### config.mk
export PLATFORM = sky130hd
export DESIGN_NAME = motor_reversal_sequencer_core
export DESIGN_NICKNAME = d
export VERILOG_FILES = /design/src/sv/mrs_pkg.sv /design/src/sv/mrs_seq.sv /design/src/sv/motor_reversal_sequencer_core.sv
export SDC_FILE = /design/constraint.sdc
export NUM_CORES = 1
export LEC_CHECK = 0
export ABC_AREA = 1
export BUFFER_PORTS_ARGS = -buffer_cell sky130_fd_sc_hd__buf_2
export CAP_MARGIN = 20
export CORE_MARGIN = 2
export CORE_UTILIZATION = 60
export CTS_CLUSTER_SIZE = 8
export DETAILED_ROUTE_END_ITERATION = 8
export PLACE_DENSITY_LB_ADDON = 0.15
export SYNTH_ARGS = -nofsm -noshare
export SYNTH_HDL_FRONTEND = slang
export SYNTH_HIERARCHICAL = 1
export SYNTH_SLANG_ARGS = --single-unit
export TNS_END_PERCENT = 100
### constraint.sdc
create_clock -name clk_i -period 11.28 [get_ports clk_i]
set_clock_uncertainty 0.1 [all_clocks]
set_input_delay 1.128 -clock clk_i [delete_from_list [all_inputs] [get_ports clk_i]]
set_output_delay 1.128 -clock clk_i [all_outputs]
set_load 0.02 [all_outputs]
### src/sv/mrs_pkg.sv
`timescale 1ns / 1ps
// ----------------------------------------------------------------------------
// mrs_pkg
// Shared types for the motor reversal sequencer: command beat, result beat
// and configuration bundle.
// ----------------------------------------------------------------------------
package mrs_pkg;

  // register indexes of the configuration port
  localparam logic CFG_MEAS_INTERVAL = 1'b0;
  localparam logic CFG_SETTLE_TIME   = 1'b1;

  // widths of the stream payloads
  localparam int unsigned IN_DATA_W  = 24;
  localparam int unsigned OUT_DATA_W = 32;

  // one millisecond tick of commands
  typedef struct packed {
    logic [7:0]        hall_pulses;
    logic              speed_write;
    logic signed [8:0] speed_value;
    logic              elec_req_write;
    logic              elec_req_value;
    logic              motor_req_write;
    logic              motor_req_value;
    logic              dir_write;
    logic              dir_forward;
  } cmd_t;

  // drive levels and status after one tick
  typedef struct packed {
    logic        elec_power;
    logic        motor_power;
    logic [7:0]  speed_out;
    logic        forward_contact;
    logic        reverse_contact;
    logic        moving_forward;
    logic [1:0]  seq_step;
    logic [15:0] counts_per_interval;
  } res_t;

  // configuration registers
  typedef struct packed {
    logic [15:0] meas_interval_ms;
    logic [15:0] settle_time_ms;
  } cfg_t;

endpackage

### src/sv/mrs_seq.sv
`timescale 1ns / 1ps
// ----------------------------------------------------------------------------
// mrs_seq
// Controller state and per-tick update: power follow, hall count latch and
// the reversal step sequencer. The result reflects the state after the tick.
// ----------------------------------------------------------------------------
module mrs_seq #(
  parameter int unsigned TIME_BITS = 32
) (
  input  logic          clk_i,
  input  logic          rst_ni,
  input  logic          step_i,
  input  mrs_pkg::cmd_t cmd_i,
  input  mrs_pkg::cfg_t cfg_i,
  output mrs_pkg::res_t res_o
);

  localparam int unsigned CMP_W = (TIME_BITS > 17) ? TIME_BITS : 17;

  typedef enum logic [1:0] {
    STEP_IDLE           = 2'd0,
    STEP_RELEASE        = 2'd1,
    STEP_RESUME_CONTACT = 2'd2,
    STEP_RESUME_SPEED   = 2'd3
  } step_e;

  logic [TIME_BITS-1:0] now_q, now_d;
  logic [TIME_BITS-1:0] int_start_q, int_start_d;
  logic [TIME_BITS-1:0] next_time_q, next_time_d;
  logic [TIME_BITS-1:0] rev_start_q, rev_start_d;
  logic [15:0]          accum_q, accum_d;
  logic [15:0]          latched_q, latched_d;
  logic                 elec_on_q, elec_on_d;
  logic                 elec_req_q, elec_req_d;
  logic                 motor_on;
  logic                 motor_req_q, motor_req_d;
  logic [7:0]           speed_q, speed_d;
  logic [7:0]           saved_q, saved_d;
  logic                 ready_q, ready_d;
  logic                 fwd_req_q, fwd_req_d;
  logic                 is_fwd_q, is_fwd_d;
  logic                 fwd_rel_q, fwd_rel_d;
  logic                 rev_rel_q, rev_rel_d;
  step_e                step_q, step_d;

  // next state for one tick
  always_comb begin
    logic [16:0]          acc_sum;
    logic [TIME_BITS-1:0] el_int;
    logic [TIME_BITS-1:0] el_step;
    logic [TIME_BITS-1:0] el_rev;
    logic [CMP_W-1:0]     stop_lim;
    logic                 timed_out;
    logic                 due;

    now_d       = now_q + TIME_BITS'(1);
    int_start_d = int_start_q;
    next_time_d = next_time_q;
    rev_start_d = rev_start_q;
    latched_d   = latched_q;
    elec_on_d   = elec_on_q;
    elec_req_d  = elec_req_q;
    motor_req_d = motor_req_q;
    speed_d     = speed_q;
    saved_d     = saved_q;
    ready_d     = ready_q;
    fwd_req_d   = fwd_req_q;
    is_fwd_d    = is_fwd_q;
    fwd_rel_d   = fwd_rel_q;
    rev_rel_d   = rev_rel_q;
    step_d      = step_q;

    // saturating hall pulse count
    acc_sum = {1'b0, accum_q} + {9'd0, cmd_i.hall_pulses};
    accum_d = acc_sum[16] ? 16'hFFFF : acc_sum[15:0];

    // commands: speed first, then the requests
    if (cmd_i.speed_write) begin
      if (!cmd_i.speed_value[8] && (cmd_i.speed_value[7:0] != 8'd0)) begin
        ready_d = 1'b1;
      end
      speed_d = cmd_i.speed_value[8] ? 8'd0 : cmd_i.speed_value[7:0];
    end
    if (cmd_i.elec_req_write) begin
      elec_req_d = cmd_i.elec_req_value;
    end
    if (cmd_i.motor_req_write) begin
      motor_req_d = cmd_i.motor_req_value;
    end
    if (cmd_i.dir_write) begin
      fwd_req_d = cmd_i.dir_forward;
    end

    // power switches follow requests
    motor_on = motor_req_d;
    if (elec_req_d && !elec_on_q) begin
      ready_d   = 1'b0;
      elec_on_d = 1'b1;
    end else if (!elec_req_d) begin
      elec_on_d = 1'b0;
    end

    // measurement interval latch
    el_int = now_d - int_start_q;
    if (CMP_W'(el_int) >= CMP_W'(cfg_i.meas_interval_ms)) begin
      latched_d   = accum_d;
      int_start_d = now_d;
      accum_d     = 16'd0;
    end

    // reversal sequencer, one step per tick at most
    el_step   = now_d - next_time_q;
    el_rev    = now_d - rev_start_q;
    stop_lim  = CMP_W'({cfg_i.meas_interval_ms, 1'b0});
    timed_out = CMP_W'(el_rev) > stop_lim;
    due       = (step_q == STEP_IDLE) || !el_step[TIME_BITS-1];

    if ((fwd_req_d != is_fwd_q) && ready_d && due) begin
      case (step_q)
        STEP_IDLE: begin
          saved_d     = speed_d;
          rev_start_d = now_d;
          speed_d     = 8'd0;
          step_d      = STEP_RELEASE;
          next_time_d = now_d + TIME_BITS'(cfg_i.settle_time_ms);
        end
        STEP_RELEASE: begin
          if ((latched_d == 16'd0) || timed_out) begin
            fwd_rel_d   = 1'b0;
            rev_rel_d   = 1'b0;
            step_d      = STEP_RESUME_CONTACT;
            if (timed_out) begin
              motor_req_d = 1'b0;
            end
            next_time_d = now_d + TIME_BITS'(cfg_i.settle_time_ms);
          end
        end
        STEP_RESUME_CONTACT: begin
          if (!motor_on) begin
            speed_d     = 8'd0;
            motor_req_d = 1'b1;
          end else begin
            fwd_rel_d = fwd_req_d;
            rev_rel_d = !fwd_req_d;
            step_d    = STEP_RESUME_SPEED;
          end
          next_time_d = now_d + TIME_BITS'(cfg_i.settle_time_ms);
        end
        STEP_RESUME_SPEED: begin
          if (saved_q != 8'd0) begin
            ready_d = 1'b1;
          end
          speed_d  = saved_q;
          is_fwd_d = !is_fwd_q;
          step_d   = STEP_IDLE;
        end
        default: begin
          step_d = STEP_IDLE;
        end
      endcase
    end
  end

  // result after this tick
  always_comb begin
    res_o.elec_power          = elec_on_d;
    res_o.motor_power         = motor_on;
    res_o.speed_out           = speed_d;
    res_o.forward_contact     = fwd_rel_d;
    res_o.reverse_contact     = rev_rel_d;
    res_o.moving_forward      = is_fwd_d;
    res_o.seq_step            = step_d;
    res_o.counts_per_interval = latched_d;
  end

  // state registers, updated once per accepted beat
  always_ff @(posedge clk_i or negedge rst_ni) begin
    if (!rst_ni) begin
      now_q       <= '0;
      int_start_q <= '0;
      next_time_q <= '0;
      rev_start_q <= '0;
      accum_q     <= '0;
      latched_q   <= '0;
      elec_on_q   <= 1'b0;
      elec_req_q  <= 1'b0;
      motor_req_q <= 1'b0;
      speed_q     <= '0;
      saved_q     <= '0;
      ready_q     <= 1'b0;
      fwd_req_q   <= 1'b1;
      is_fwd_q    <= 1'b1;
      fwd_rel_q   <= 1'b1;
      rev_rel_q   <= 1'b0;
      step_q      <= STEP_IDLE;
    end else if (step_i) begin
      now_q       <= now_d;
      int_start_q <= int_start_d;
      next_time_q <= next_time_d;
      rev_start_q <= rev_start_d;
      accum_q     <= accum_d;
      latched_q   <= latched_d;
      elec_on_q   <= elec_on_d;
      elec_req_q  <= elec_req_d;
      motor_req_q <= motor_req_d;
      speed_q     <= speed_d;
      saved_q     <= saved_d;
      ready_q     <= ready_d;
      fwd_req_q   <= fwd_req_d;
      is_fwd_q    <= is_fwd_d;
      fwd_rel_q   <= fwd_rel_d;
      rev_rel_q   <= rev_rel_d;
      step_q      <= step_d;
    end
  end

`ifndef ASSERT_OFF
  // both relays are never closed together
  a_relay_excl: assert property (@(posedge clk_i) disable iff (!rst_ni)
    !(fwd_rel_q && rev_rel_q))
    else $error("both direction relays closed");

  // contacts stay open while waiting for motor power
  a_open_resume: assert property (@(posedge clk_i) disable iff (!rst_ni)
    (step_q == STEP_RESUME_CONTACT) |-> (!fwd_rel_q && !rev_rel_q))
    else $error("contact closed before motor power restored");

  // before contacts open, the closed relay matches the established direction
  a_relay_dir: assert property (@(posedge clk_i) disable iff (!rst_ni)
    ((step_q == STEP_IDLE) || (step_q == STEP_RELEASE)) |->
      ((fwd_rel_q == is_fwd_q) && (rev_rel_q == !is_fwd_q)))
    else $error("relay does not match established direction");
`endif

endmodule

### src/sv/motor_reversal_sequencer_core.sv
`timescale 1ns / 1ps
// ----------------------------------------------------------------------------
// motor_reversal_sequencer_core
// Millisecond-tick motor controller with power follow, hall count latch and
// a safe direction reversal sequence.
// ----------------------------------------------------------------------------
// Usage:
//   Each beat on the s_axis channel is one millisecond tick carrying hall
//   pulses and optional speed, power and direction commands. Each beat
//   yields exactly one m_axis beat with the drive levels and status after
//   that tick.
//   The result is registered: a beat accepted at one edge is offered on m_axis
//   from the next cycle. One beat is accepted every cycle while the output is
//   not stalled; the tick update is one pass through mrs_seq's state registers.
//   The output register frees when its beat is taken, so s_axis_tready stays
//   high while m_axis_tready is high. When the receiver stalls, the result
//   holds and s_axis_tready drops until it is taken.
//   Reset clears all state but the output payload: time and counts zero,
//   power off, speed zero, forward direction with the forward relay closed,
//   sequencer idle, and the registers at meas_interval_ms 1000 and
//   settle_time_ms 500. Configuration writes through cfg_we_i take effect
//   at the next edge and are meant while no beat is in flight.
// ----------------------------------------------------------------------------
module motor_reversal_sequencer_core #(
  parameter int unsigned TIME_BITS = 32
) (
  input  logic                            clk_i,
  input  logic                            rst_ni,
  // tdata: hall_pulses[7:0], speed_write[8], speed_value[17:9],
  //        elec_req_write[18], elec_req_value[19], motor_req_write[20],
  //        motor_req_value[21], dir_write[22], dir_forward[23]
  input  logic                            s_axis_tvalid,
  output logic                            s_axis_tready,
  input  logic [mrs_pkg::IN_DATA_W-1:0]   s_axis_tdata,
  // tdata: elec_power[0], motor_power[1], speed_out[9:2],
  //        forward_contact[10], reverse_contact[11], moving_forward[12],
  //        seq_step[14:13], counts_per_interval[30:15], zero[31]
  output logic                            m_axis_tvalid,
  input  logic                            m_axis_tready,
  output logic [mrs_pkg::OUT_DATA_W-1:0]  m_axis_tdata,
  // configuration write port
  input  logic                            cfg_we_i,
  input  logic                            cfg_idx_i,
  input  logic [15:0]                     cfg_data_i
);

  logic          in_beat;
  mrs_pkg::cmd_t cmd;
  mrs_pkg::cfg_t cfg_q;
  mrs_pkg::res_t res;
  mrs_pkg::res_t out_q;
  logic          out_valid_q;

  // accept while the output register is empty or being drained
  assign s_axis_tready = !out_valid_q || m_axis_tready;
  assign in_beat       = s_axis_tvalid && s_axis_tready;

  // unpack the command beat
  always_comb begin
    cmd.hall_pulses     = s_axis_tdata[7:0];
    cmd.speed_write     = s_axis_tdata[8];
    cmd.speed_value     = s_axis_tdata[17:9];
    cmd.elec_req_write  = s_axis_tdata[18];
    cmd.elec_req_value  = s_axis_tdata[19];
    cmd.motor_req_write = s_axis_tdata[20];
    cmd.motor_req_value = s_axis_tdata[21];
    cmd.dir_write       = s_axis_tdata[22];
    cmd.dir_forward     = s_axis_tdata[23];
  end

  // configuration registers
  always_ff @(posedge clk_i or negedge rst_ni) begin
    if (!rst_ni) begin
      cfg_q.meas_interval_ms <= 16'd1000;
      cfg_q.settle_time_ms   <= 16'd500;
    end else if (cfg_we_i) begin
      case (cfg_idx_i)
        mrs_pkg::CFG_MEAS_INTERVAL: cfg_q.meas_interval_ms <= cfg_data_i;
        mrs_pkg::CFG_SETTLE_TIME:   cfg_q.settle_time_ms   <= cfg_data_i;
        default: ;
      endcase
    end
  end

  mrs_seq #(
    .TIME_BITS (TIME_BITS)
  ) u_seq (
    .clk_i  (clk_i),
    .rst_ni (rst_ni),
    .step_i (in_beat),
    .cmd_i  (cmd),
    .cfg_i  (cfg_q),
    .res_o  (res)
  );

  // output valid flag
  always_ff @(posedge clk_i or negedge rst_ni) begin
    if (!rst_ni) begin
      out_valid_q <= 1'b0;
    end else if (in_beat) begin
      out_valid_q <= 1'b1;
    end else if (m_axis_tready) begin
      out_valid_q <= 1'b0;
    end
  end

  // output payload register
  always_ff @(posedge clk_i) begin
    if (in_beat) begin
      out_q <= res;
    end
  end

  // pack the result beat
  assign m_axis_tvalid = out_valid_q;
  assign m_axis_tdata  = {1'b0,
                          out_q.counts_per_interval,
                          out_q.seq_step,
                          out_q.moving_forward,
                          out_q.reverse_contact,
                          out_q.forward_contact,
                          out_q.speed_out,
                          out_q.motor_power,
                          out_q.elec_power};

endmodule
* Word level (Yosys, flattened, before mapping)
Index checks and enable logic that the tools add are counted.
** Operators by class
- $add $sub $neg :: 6
- Magnitude comparators :: 2
- Equality and inequality tests :: 5
- Muxes and demuxes :: 41
- Bitwise operators :: 1
- Reduce and logical (&&, ||, !) cells :: 26
** Operators by type and width (number)
- subtractor 32 bit :: 3
- one-hot mux 32 bit (2 select lines) :: 1
- two-way mux 16 bit :: 3
- adder 32 x 1 -> 32 bit (second input constant) :: 1
- adder 32 x 16 -> 32 bit :: 1
- >= comparator 32 x 16 -> 1 bit :: 1
- greater-than comparator 32 x 17 -> 1 bit :: 1
- two-way mux 32 bit :: 1
- two-way mux 8 bit :: 4
- two-way mux 1 bit :: 24
- one-hot mux 8 bit (3 select lines) :: 1
- adder 16 x 8 -> 17 bit :: 1
- logical NOT 16 bit :: 1
- nonzero test 8 bit :: 2
- one-hot mux 2 bit (4 select lines) :: 1
- logical NOT 1 bit :: 6
- two-way mux 2 bit :: 3
- one-hot mux 1 bit (2 select lines) :: 3
- AND reduction 2 bit :: 3
- logical AND 1 bit :: 5
- == test 2 bit (second input constant) :: 2
- AND reduction 4 bit :: 1
- nonzero test 2 bit :: 2
- logical OR 1 bit :: 3
- 7 further kinds :: 7
** Storage, ports and cells
- Register bits :: 250
- Bits of input ports :: 46
- Output and inout port bits :: 34
- Logic and storage cells :: 109

* Logic depth before layout (Yosys ltp)
Gate-level depths: netlist of run 1.
- Depth in word-level cells :: 9
- Depth in mapped cells :: 43
- Depth with buffers taken out :: 43

* Hierarchy
The synthesis of run 1 kept the hierarchy.
** Modules (own cells, without submodules)
- mrs_seq :: instances 1, cells each 2300, area each 15730.1 µm², sequential area each 4658.2 µm²
- motor_reversal_sequencer_core :: instances 1, cells each 179, area each 2322.2 µm², sequential area each 1771.7 µm²

* Worst setup path before layout of run 1
OpenSTA, ideal clock, no wires.
- Path type :: register to register
- Start :: register u_seq.now_q[0]
- End :: register out_q (netlist bit m_axis_tdata[11]), data pin
- Arrival time :: 4764 ps
- Setup slack :: 6165 ps
- Stages on the path, launching flop included :: 38
- Path buffers :: 2
- Clock period less this slack :: 5115 ps
- Path through :: dfrtp_1 ha_1 nand2_1 nor2_1 nand3_1 nor2_1 nand2_1 nor3_1 or2_2 nand2_1 inv_1 ha_1 a21oi_1 o21ai_1 nor2_1 nand2_1 xor2_1 ha_1 (+2 left out) a211oi_1 nand3_1 nor2_1 nand3_1 nor2_4 nand3_4 buf_6 nand2_2 nand2_1 nor2_1 nand2_1 nor2_1 nand2_2 nand2_4 nand2_1 nand2_1 nand2_1 buf_4
** RTL lines
- from (decl) :: line mrs_seq.sv:27 : logic [TIME_BITS-1:0] now_q, now_d;
- from (signal assigned) :: line mrs_seq.sv:197 : now_q <= now_d;
- to (signal assigned) :: line motor_reversal_sequencer_core.sv:110 : out_q <= res;
- to (decl) :: line motor_reversal_sequencer_core.sv:51 : mrs_pkg::res_t out_q;

==> impl_results.md, run 1 <==
* Clk pwr share at 19.2%
* Fin nets at 2758
* Slowest CP cell: nand3_4
* Yosys warns at 6
* GRT Residual Overflow at 0
* Final hold violations at 0
* Gpl congestion at 0.930
* Final min period at 7.25 ns
* PwrDens at 272 nW/um^2
* Final TNS setup at 0 ns
* CP most frequent cell: nand2_1
* Number of global-route vias before repair at 15224
* Main combinational cell family by area after synthesis: simple AND/OR/NAND/NOR gates
* H-tree depth at 2
* Period utilization at 64.3%
* Simple logic cell fraction of the synthesized area at 26.3%
* Final Util at 66.9%
* Relative slew margins at 35.5%
* Tightest Hold Check Type: flip-flop to flip-flop
* Post-synthesis cell area at 18100 um^2
* Clk root buf: clkbuf_16
* First-pass GRT wire length at 76300 um
* #FFs+latches synth at 250
* Area growth syn-to-layout at 9.85%
* Post-Place Cells at 2904
* Critical path peak fanout at 64
* Largest stage delay, worst path at 0.66 ns
* Status: complete, no violations
* Largest net degree at the start of global routing at 111
* Maximum vdd drop at 0.216 mV
* Via-to-Cell Ratio at 5.52
* Seq/Total Area, Yosys at 35.6%
* CP startpoint: u_seq/now_q[0]$_DFFE_PN0P_
* DP Area at 18700 um^2
* # port buffers at 78
* Layout cells sized above 1 at 8.54%
* Detailed-route via count at 16368
* Clock latency on the worst-skew pair at 0.52 ns
* Worst-path clk slew at 0.05 ns
* Multiplexer area fraction after synthesis at 0%
* I/O pins at 80
* Compound-Gate Fraction of Synth Area at 12.6%
* Initial DRC count at 1399
* Comb power frac at 57.5%
* RR Endpoint: u_seq/next_time_q[17]$_DFFE_PN0P_
* Final instance area at 19800 um^2
* Pre-antenna DRT Iters at 6
* CTS tree: built
* Die Wd at 177 um
* Internal power at 2.87 mW
* FF-to-FF setup slack at 4.03 ns
* DIE AREA at 31500 um^2
* # rows at 63
* Worst-Margin Slew at 0.968 ns
* Final Max Tran Viols at 0
* Register-to-Register Path Depth at 35
* Detail Placement HPWL at 34500 um
* R2r startpoint: u_seq/now_q[0]$_DFFE_PN0P_
* Post_cts resized at 0
* Cts bufs inserted at 37
* Die Y at 177 um
* Unrepaired setup endpoints after global routing: false
* Number of max-cap violations at 0
* Flop pwr share at 23.3%
* Non-filler cells, final at 2965
* F_max at 138 MHz
* Final total power at 5.39 mW
* Routed wire length at 46300 um
* Sink Count at 250
* Core area at 29600 um^2
* Synthesized instance count at 2479
* Setup crit end: u_seq/next_time_q[17]$_DFFE_PN0P_
* Hold buffers post-CTS at 0
* Final antenna-violating net count at 0
* Syn_area_per_cell at 7.28 um^2
* Clock Path Buffers at 3
* Switching Share at 46.7%
* # Post-CTS Setup Buffers at 0
* Setup Viol. Count Final at 0
* Worst Setup Path Type: flip-flop to flip-flop
* CP Data Arrival Time at 7.50 ns
* XOR/XNOR share of the synthesized area at 4.66%
* Antenna Cells at 0
* Initial Utilization at 60.9%
* Leakage at 10.2 nW
* Startpoint Class: flip-flop
* Crit path required time at 11.54 ns
* Wire per inst at 15.6 um
* Initial antenna violation count at 0
* Syn_nets at 2683
* Critical Path End Type: flip-flop
* Total track usage at 30.0%
* Unique cell type count in the Yosys netlist at 53
* Sw Pwr at 2.52 mW
* Synth Area in Adders at 11.1%
* Residual DRC at 0
==> how the worst min path moves through the flow <==
stage / from / end / cells past startpoint
after floorplan: cfg_q[26]$_DFFE_PN0P_ / cfg_q[26]$_DFFE_PN0P_ / 2
after global placement: cfg_q[25]$_DFFE_PN1P_ / cfg_q[25]$_DFFE_PN1P_ / 2
after detailed placement: cfg_q[25]$_DFFE_PN1P_ / cfg_q[25]$_DFFE_PN1P_ / 2
after CTS: cfg_q[24]$_DFFE_PN1P_ / cfg_q[24]$_DFFE_PN1P_ / 2
after global routing: cfg_q[24]$_DFFE_PN1P_ / cfg_q[24]$_DFFE_PN1P_ / 2
final: cfg_q[6]$_DFFE_PN1P_ / cfg_q[6]$_DFFE_PN1P_ / 2
==> cell usage in the layout, fill, tap and decap left out, types with 29 or more instances in the layout <==
cell / instances
dfrtp_1: 204
o21ai_0: 195
nand2_1: 730
edfxtp_1: 31
nand3_1: 133
nand4_1: 32
nor3_1: 29
a21oi_1: 121
nor2_1: 165
inv_1: 372
clkbuf_16: 39
xor2_1: 68
o21ai_2: 31
ha_1: 154
buf_2: 77
==> critical path, delay by kind of cell, from the launching register on <==
family / cells / cell delay, ns
XOR/XNOR: 1 / 0.18
buffers and inverters: 1 / 0.19
adder cells (fa/ha/maj): 3 / 0.87
AND/OR/NAND/NOR: 25 / 4.30
AO/OA/AOI/OAI: 5 / 0.87
flip-flops: 1 / 0.50
==> state kept, by name (all words and copies together) (netlist names) <==
| signal | cells |
|---|---|
| u_seq/latched_q | 16 |
| u_seq/step_q | 2 |
| u_seq/accum_q | 16 |
| u_seq/motor_req_q | 1 |
| u_seq/rev_start_q | 32 |
| m_axis_tvalid | 1 |
| cfg_q | 32 |
| u_seq/next_time_q | 32 |
| u_seq/rev_rel_q | 1 |
| u_seq/now_q | 32 |
| u_seq/elec_req_q | 1 |
| u_seq/fwd_rel_q | 1 |
| u_seq/speed_q | 8 |
| u_seq/ready_q | 1 |
| u_seq/elec_on_q | 1 |
| u_seq/is_fwd_q | 1 |
| u_seq/saved_q | 8 |
| u_seq/fwd_req_q | 1 |
| m_axis_tdata | 31 |
| u_seq/int_start_q | 32 |
==> stage by stage <==
| step | hold slack, ns | worst slack (ns) |
|---|---|---|
| floorplan | 0.342 | 6.16 |
| global placement | 0.351 | 4.40 |
| detailed placement | 0.355 | 4.16 |
| CTS | 0.364 | 4.12 |
| global route | 0.380 | 3.17 |
| finish | 0.364 | 4.03 |
==> power groups by stage <==
| stage | sequential (mW) | clock, mW | combinational, mW |
|---|---|---|---|
| 2_1_floorplan | 1.25 | 0 | 2.31 |
| 3_3_place_gp | 1.26 | 0 | 2.93 |
| 3_5_place_dp | 1.26 | 0 | 3.02 |
| 4_1_cts | 1.25 | 1.05 | 3.05 |
| 5_1_grt | 1.28 | 1.09 | 3.52 |
| 6_report | 1.25 | 1.04 | 3.10 |
==> final cells by class <==
cell class	instances	area (um^2)
Clock inverter	1	8.76
Tap cell	390	488
Fill cell	2668	9810
Multi-Input combinational cell	1794	9890
Timing Repair Buffer	95	541
Inverter	376	1420
Clock buffer	59	1060
Sequential cell	250	6430
==> layer usage <==
layer / routed length (um) / up-vias / GRT usage (%)
met4: 1340 / 0 / 8.85
li1: - / 8117 / -
met1: 20900 / 7587 / 42.9
met5: 0 / - / 0
met2: 20900 / 577 / 47.5
met3: 3220 / 87 / 3.92
==> kinds of logic after synthesis <==
logic type,count (synthesis)
buffers and inverters,435
adder cells (fa/ha/maj),158
flip-flops,250
XOR/XNOR,96
AO/OA/AOI/OAI,404
AND/OR/NAND/NOR,1135
other,1
==> cell usage after synthesis (all sizes together) <==
master	count	area [um^2]
a211oi	3	22.5
a21boi	4	30.0
a21o	8	60.1
a21oi	122	611
a221oi	1	8.76
a31o	2	17.5
a31oi	5	31.3
a41oi	1	8.76
and2	2	12.5
and3	1	6.26
buf	28	228
clkbuf	31	116
conb	1	3.75
dfrtp	204	5100
dfstp	15	394
edfxtp	31	931
fa	4	80.1
ha	154	1930
inv	376	1420
nand2	741	2840
nand3	136	711
nand3b	6	45.0
nand4	32	200
nor2	174	693
nor3	30	150
nor4	3	18.8
nor4b	2	17.5
o2111ai	1	8.76
o211ai	6	45.0
o21a	3	22.5
o21ai	228	1260
o21bai	8	60.1
o221ai	3	26.3
o22ai	8	50.1
o31ai	1	7.51
or2	7	43.8
or4	1	7.51
xnor2	28	245
xor2	68	596
(Power assumes the default switching activity.)
==> run 2: changes to the inputs <==
==> constraint.sdc (replaced) <==
create_clock -name clk_i -period 7 [get_ports clk_i]
set_clock_uncertainty 0.1 [all_clocks]
set_input_delay 0.7 -clock clk_i [delete_from_list [all_inputs] [get_ports clk_i]]
set_output_delay 0.7 -clock clk_i [all_outputs]
set_load 0.02 [all_outputs]
==> run 2 against run 1 <==
  * Global-route usage up 0.46 points
  * First-iteration DRC count down 13%
  * Critical path type unchanged
  * Core utilization is 0.73 points higher
  * Cell count grew 1.1%
==> impl_results.md, run 2 (synthesized netlist as in run 1, its figures left out) <==
* Status: complete, no violations (unchanged)
* Critical path peak fanout at 11 (was 64)
* Hold buffers post-CTS at 0 (unchanged)
* Period utilization at 89.5% (was 64.3%)
* Final hold violations at 0 (unchanged)
* Startpoint Class: flip-flop (unchanged)
* # rows at 63 (unchanged)
* F_max at 160 MHz (was 138 MHz)
* Via-to-Cell Ratio at 5.46 (was 5.52)
* H-tree depth at 2 (unchanged)
* Residual DRC at 0 (unchanged)
* DP Area at 18900 um^2 (was 18700 um^2)
* Clock Path Buffers at 3 (unchanged)
* Number of global-route vias before repair at 15461 (was 15224)
* Gpl congestion at 0.962 (was 0.930)
* Initial Utilization at 60.9% (unchanged)
* Largest stage delay, worst path at 0.49 ns (was 0.66 ns)
* Clk root buf: clkbuf_16 (unchanged)
* Initial antenna violation count at 1 (was 0)
* Final instance area at 20000 um^2 (was 19800 um^2)
* Crit path required time at 7.34 ns (was 11.54 ns)
* Setup crit end: u_seq/next_time_q[22]$_DFFE_PN0P_ (was u_seq/next_time_q[17]$_DFFE_PN0P_)
* DIE AREA at 31500 um^2 (unchanged)
* Final min period at 6.27 ns (was 7.25 ns)
* Most common cell after layout, fill and taps aside: nand2_1 (unchanged)
* Core area at 29600 um^2 (unchanged)
* Critical Path End Type: flip-flop (unchanged)
* Slowest CP cell: dfrtp_1 (was nand3_4)
* Tightest Hold Check Type: input pin to asynchronous set/reset pin (was flip-flop to flip-flop)
* Unrepaired setup endpoints after global routing: false (unchanged)
* Leakage at 10.3 nW (was 10.2 nW)
* Worst-Margin Slew at 0.970 ns (was 0.968 ns)
* Register-to-Register Path Depth at 36 (was 35)
* Die Wd at 177 um (unchanged)
* Initial DRC count at 1214 (was 1399)
* I/O pins at 80 (unchanged)
* Area growth syn-to-layout at 11.0% (was 9.85%)
* Pre-CTS setup slack at 0.571 ns (was 4.16 ns)
* Detail Placement HPWL at 35700 um (was 34500 um)
* Wire per inst at 15.8 um (was 15.6 um)
* Antenna Cells at 0 (unchanged)
* Layout cells sized above 1 at 9.62% (was 8.54%)
* Detailed-route via count at 16374 (was 16368)
* Leading cell types in the layout, fill and taps excluded: nand2_1 (730), inv_1 (372), dfrtp_1 (204) (unchanged)
* Sink Count at 250 (unchanged)
* CP most frequent cell: nand2_1 (unchanged)
* First-pass GRT wire length at 77200 um (was 76300 um)
* R2r startpoint: u_seq/now_q[0]$_DFFE_PN0P_ (unchanged)
* Final total power at 8.73 mW (was 5.39 mW)
* Total track usage at 30.4% (was 30.0%)
* CP startpoint: u_seq/now_q[0]$_DFFE_PN0P_ (unchanged)
* CP Data Arrival Time at 6.61 ns (was 7.50 ns)
* Routed wire length at 47200 um (was 46300 um)
* RR Endpoint: u_seq/next_time_q[22]$_DFFE_PN0P_ (was u_seq/next_time_q[17]$_DFFE_PN0P_)
* PwrDens at 435 nW/um^2 (was 272 nW/um^2)
* Maximum vdd drop at 0.311 mV (was 0.216 mV)
* Worst Setup Path Type: flip-flop to flip-flop (unchanged)
* Final TNS setup at 0 ns (unchanged)
* CTS tree: built (unchanged)
* Number of max-cap violations at 0 (unchanged)
* Fill count at 2633 (was 2668)
* Largest net degree at the start of global routing at 80 (was 111)
* GRT Residual Overflow at 0 (unchanged)
* Fin nets at 2788 (was 2758)
* FF-to-FF setup slack at 0.73 ns (was 4.03 ns)
* Clock latency on the worst-skew pair at 0.53 ns (was 0.52 ns)
* Final antenna-violating net count at 0 (unchanged)
* Worst-path clk slew at 0.06 ns (was 0.05 ns)
* Pre-antenna DRT Iters at 8 (was 6)
* Die Y at 177 um (unchanged)
* Relative slew margins at 35.3% (was 35.5%)
* WHS at 0.0303 ns (was 0.364 ns)
* Final setup margin at 0.734 ns (was 4.03 ns)
* # port buffers at 78 (unchanged)
* Cts bufs inserted at 37 (unchanged)
* Final Max Tran Viols at 0 (unchanged)
* Setup Viol. Count Final at 0 (unchanged)
==> run 2: layout make-up <==
class                           count  area (um^2)  share of cell area (%)
Sequential cell                   250         6430                    32.1
Multi-Input combinational cell   1794         9890                    49.3
Timing Repair Buffer              125          766                    3.82
Tap cell                          390          488                    2.43
Inverter                          376         1420                    7.07
Clock buffer                       59         1020                    5.08
Clock inverter                      4         42.5                   0.212
==> run 2: worst max-delay path, delay by kind of cell, from the launching register on <==
family / cells / cell delay [ns]
adders and majority gates: 3 / 0.78
buffers and inverters: 4 / 0.54
xor gates and xnor gates: 1 / 0.19
AOI/OAI and AO/OA: 8 / 1.24
DFF: 1 / 0.49
and+or+nand+nor: 20 / 2.85
==> run 2: power breakdown <==
group	switching [mW]	leakage [nW]	internal, mW
clock	0.652	0.511	0.995
combinational	3.24	6.68	1.81
sequential	0.198	3.11	1.83
==> run 2: worst min path at each step <==
stage                               start                                end
finish                             rst_ni  u_seq/rev_start_q[22]$_DFFE_PN0P_
global route                       rst_ni  u_seq/rev_start_q[22]$_DFFE_PN0P_
CTS                                rst_ni  u_seq/rev_start_q[22]$_DFFE_PN0P_
detailed placement  cfg_q[21]$_DFFE_PN1P_              cfg_q[21]$_DFFE_PN1P_
global placement    cfg_q[24]$_DFFE_PN1P_              cfg_q[24]$_DFFE_PN1P_
floorplan                          rst_ni               cfg_q[0]$_DFFE_PN0P_
==> run 2: metal layers <==
| layer | global-route usage [%] | vias to the layer above | share of wire, % |
|---|---|---|---|
| met5 | 0 | - | 0 |
| met4 | 10.4 | 0 | 3.3 |
| met3 | 3.71 | 95 | 6.0 |
| met2 | 47.7 | 525 | 44 |
| met1 | 43.6 | 7577 | 46 |
| li1 | - | 8177 | - |
==> run 2: through the flow <==
stage          util (%)  instances
2_1_floorplan         -       2479
3_3_place_gp       63.8       2924
3_5_place_dp       63.8       2924
4_1_cts            67.4       2987
5_1_grt            67.6       2998
6_report           67.6       2998
==> run 2: repair_timing <==
| item | CTS | global route |
|---|---|---|
| setup buffers | 0 | 11 |
| resized for setup | 0 | 0 |
| endpoints found under the setup margin | 0 | 27 |
==> run 3: changes to the inputs <==
--- a/config.mk
+++ b/config.mk
@@ -8,11 +8,11 @@
 export ABC_AREA = 1
 export BUFFER_PORTS_ARGS = -buffer_cell sky130_fd_sc_hd__buf_2
 export CAP_MARGIN = 20
-export CORE_MARGIN = 2
 export CORE_UTILIZATION = 60
 export CTS_CLUSTER_SIZE = 8
 export DETAILED_ROUTE_END_ITERATION = 8
-export PLACE_DENSITY_LB_ADDON = 0.15
+export PLACE_DENSITY = 0.89
+export SLEW_MARGIN = 20
 export SYNTH_ARGS = -nofsm -noshare
 export SYNTH_HDL_FRONTEND = slang
 export SYNTH_HIERARCHICAL = 1
==> run 3 against run 2 <==
  * First-iteration DRC count up 21%
  * Via count up 2.5%
  * Sequential power about the same
  * Cell area down 0.64%
  * Cell count down 0.67%
  * Power down 0.32%
  * Core utilization down 0.43 points
  * Global-route usage up 0.52 points
  * Critical path depth up 2
  * Sequential share of layout area up 0.21 points
  * Non-clock buffer count down 17
==> impl_results.md, run 3 (synthesized netlist as in run 1, its figures left out) <==
* DIE AREA at 30800 um^2 (was 31500 um^2)
* Crit path required time at 7.34 ns (about the same)
* Wire per inst at 15.7 um (was 15.8 um)
* Initial antenna violation count at 0 (was 1)
* Critical path peak fanout at 60 (was 11)
* Maximum vdd drop at 0.350 mV (was 0.311 mV)
* GRT Residual Overflow at 0 (unchanged)
* Period utilization at 93.0% (was 89.5%)
* Worst-path clk slew at 0.05 ns (was 0.06 ns)
* Gpl congestion at 0.961 (was 0.962)
* Via-to-Cell Ratio at 5.63 (was 5.46)
* Relative slew margins at 40.6% (was 35.3%)
* Layout cells sized above 1 at 9.08% (was 9.62%)
* Startpoint Class: flip-flop (unchanged)
* Initial DRC count at 1470 (was 1214)
* Die Wd at 175 um (was 177 um)
* Final total power at 8.70 mW (was 8.73 mW)
* Antenna Cells at 0 (unchanged)
* Worst-Margin Slew at 0.888 ns (was 0.970 ns)
* Setup Viol. Count Final at 0 (unchanged)
* Clk root buf: clkbuf_16 (unchanged)
* Hold buffers post-CTS at 0 (unchanged)
* Final Max Tran Viols at 0 (unchanged)
* Critical Path End Type: flip-flop (unchanged)
* Status: complete, no violations (unchanged)
* I/O pins at 80 (unchanged)
* First-pass GRT wire length at 77200 um (about the same)
* Fin nets at 2771 (was 2788)
* Residual DRC at 0 (unchanged)
* CP Data Arrival Time at 6.84 ns (was 6.61 ns)
* Largest stage delay, worst path at 0.44 ns (was 0.49 ns)
* Detail Placement HPWL at 34900 um (was 35700 um)
* # port buffers at 78 (unchanged)
* # rows at 63 (unchanged)
* Number of global-route vias before repair at 15795 (was 15461)
* Sink Count at 250 (unchanged)
* Pre-antenna DRT Iters at 6 (was 8)
* F_max at 154 MHz (was 160 MHz)
* PwrDens at 437 nW/um^2 (was 435 nW/um^2)
* Die Y at 175 um (was 177 um)
* Area growth syn-to-layout at 10.3% (was 11.0%)
* CTS tree: built (unchanged)
* Clock latency on the worst-skew pair at 0.52 ns (was 0.53 ns)
* CP most frequent cell: nand2_1 (unchanged)
* Fill count at 2437 (was 2633)
* Final min period at 6.51 ns (was 6.27 ns)
* Slowest CP cell: dfrtp_2 (was dfrtp_1)
* Core area at 29600 um^2 (unchanged)
* Most common cell after layout, fill and taps aside: nand2_1 (unchanged)
* Tightest Hold Check Type: input pin to asynchronous set/reset pin (unchanged)
* Total track usage at 30.9% (was 30.4%)
* Number of max-cap violations at 0 (unchanged)
* Post-Place Cells at 2916 (was 2924)
* Leakage at 10.2 nW (was 10.3 nW)
* Non-filler cells, final at 2978 (was 2998)
* Detailed-route via count at 16778 (was 16374)
* Routed wire length at 46600 um (was 47200 um)
* Leading cell types in the layout, fill and taps excluded: nand2_1 (730), inv_1 (371), dfrtp_1 (203) (was nand2_1 (730), inv_1 (372), dfrtp_1 (204))
* Worst Setup Path Type: flip-flop to flip-flop (unchanged)
* Final hold violations at 0 (unchanged)
* Cts bufs inserted at 37 (unchanged)
* H-tree depth at 2 (unchanged)
* Clock Path Buffers at 3 (unchanged)
* Initial Utilization at 60.9% (unchanged)
* Largest net degree at the start of global routing at 86 (was 80)
* Final antenna-violating net count at 0 (unchanged)
-- run 3: final cells by class --
type | instances | area, um^2 | area share, %
Sequential cell | 250 | 6430 | 32.3
Multi-Input combinational cell | 1794 | 9890 | 49.7
Timing Repair Buffer | 108 | 642 | 3.22
Tap cell | 390 | 488 | 2.45
Inverter | 376 | 1420 | 7.13
Clock buffer | 58 | 1030 | 5.15
Clock inverter | 2 | 21.3 | 0.107
-- run 3: worst paths after layout --
kind,startpoint,slack [ns],depth (start not counted),end
max reg2reg,u_seq/now_q[0]$_DFFE_PN0P_,0.49,38,u_seq/next_time_q[30]$_DFFE_PN0P_
min reg2reg,cfg_q[2]$_DFFE_PN1P_,0.37,2,cfg_q[2]$_DFFE_PN1P_
min in group clk_i,cfg_data_i[7],0.31,3,cfg_q[23]$_DFFE_PN1P_
min,rst_ni,0.09,1,m_axis_tvalid$_DFFE_PN0P_
max in group asynchronous,rst_ni,5.50,2,u_seq/rev_start_q[25]$_DFFE_PN0P_
max,u_seq/now_q[0]$_DFFE_PN0P_,0.49,38,u_seq/next_time_q[30]$_DFFE_PN0P_
-- run 3: critical path, delay by kind of cell, from the launching register on --
kind	cells	cell delay, ns
compound gates	2	0.20
fa+ha+maj	2	0.63
simple gates	27	3.48
flops	1	0.44
xor+xnor	1	0.31
buf+inv	6	1.22
-- run 3: routing by layer --
metal  vias to the layer above  global-route usage (%)  part of all wire, %
met5                         -                       0                    0
met4                         0                    11.9                  3.6
met3                       122                    4.18                  7.7
met2                       723                    50.1                   46
met1                      7782                    42.1                   42
li1                       8151                       -                    -
-- run 3: power breakdown --
part | leakage [nW] | switching (mW) | internal [mW]
combinational | 6.59 | 3.23 | 1.79
sequential | 3.11 | 0.208 | 1.83
clock | 0.503 | 0.638 | 0.995
total | 10.2 | 4.08 | 4.62
-- run 3: per-stage QoR --
step / instance area [um^2] / setup WS [ns] / hold slack [ns] / utilization, % / setup TNS, ns
after floorplan: 18100 / 1.88 / 0.304 / - / 0
after global placement: 18800 / 0.912 / 0.354 / 63.6 / 0
after detailed placement: 18800 / 0.532 / 0.359 / 63.6 / 0
after CTS: 19900 / 0.342 / 0.116 / 67.1 / 0
after global routing: 19900 / -0.00910 / 0.146 / 67.2 / -0.0224
final: 19900 / 0.493 / 0.0868 / 67.2 / 0
-- run 3: repair_timing --
action | in CTS | in global routing
setup buffers | 0 | 2
gates resized for setup | 0 | 3
setup endpoints to repair | 0 | 52
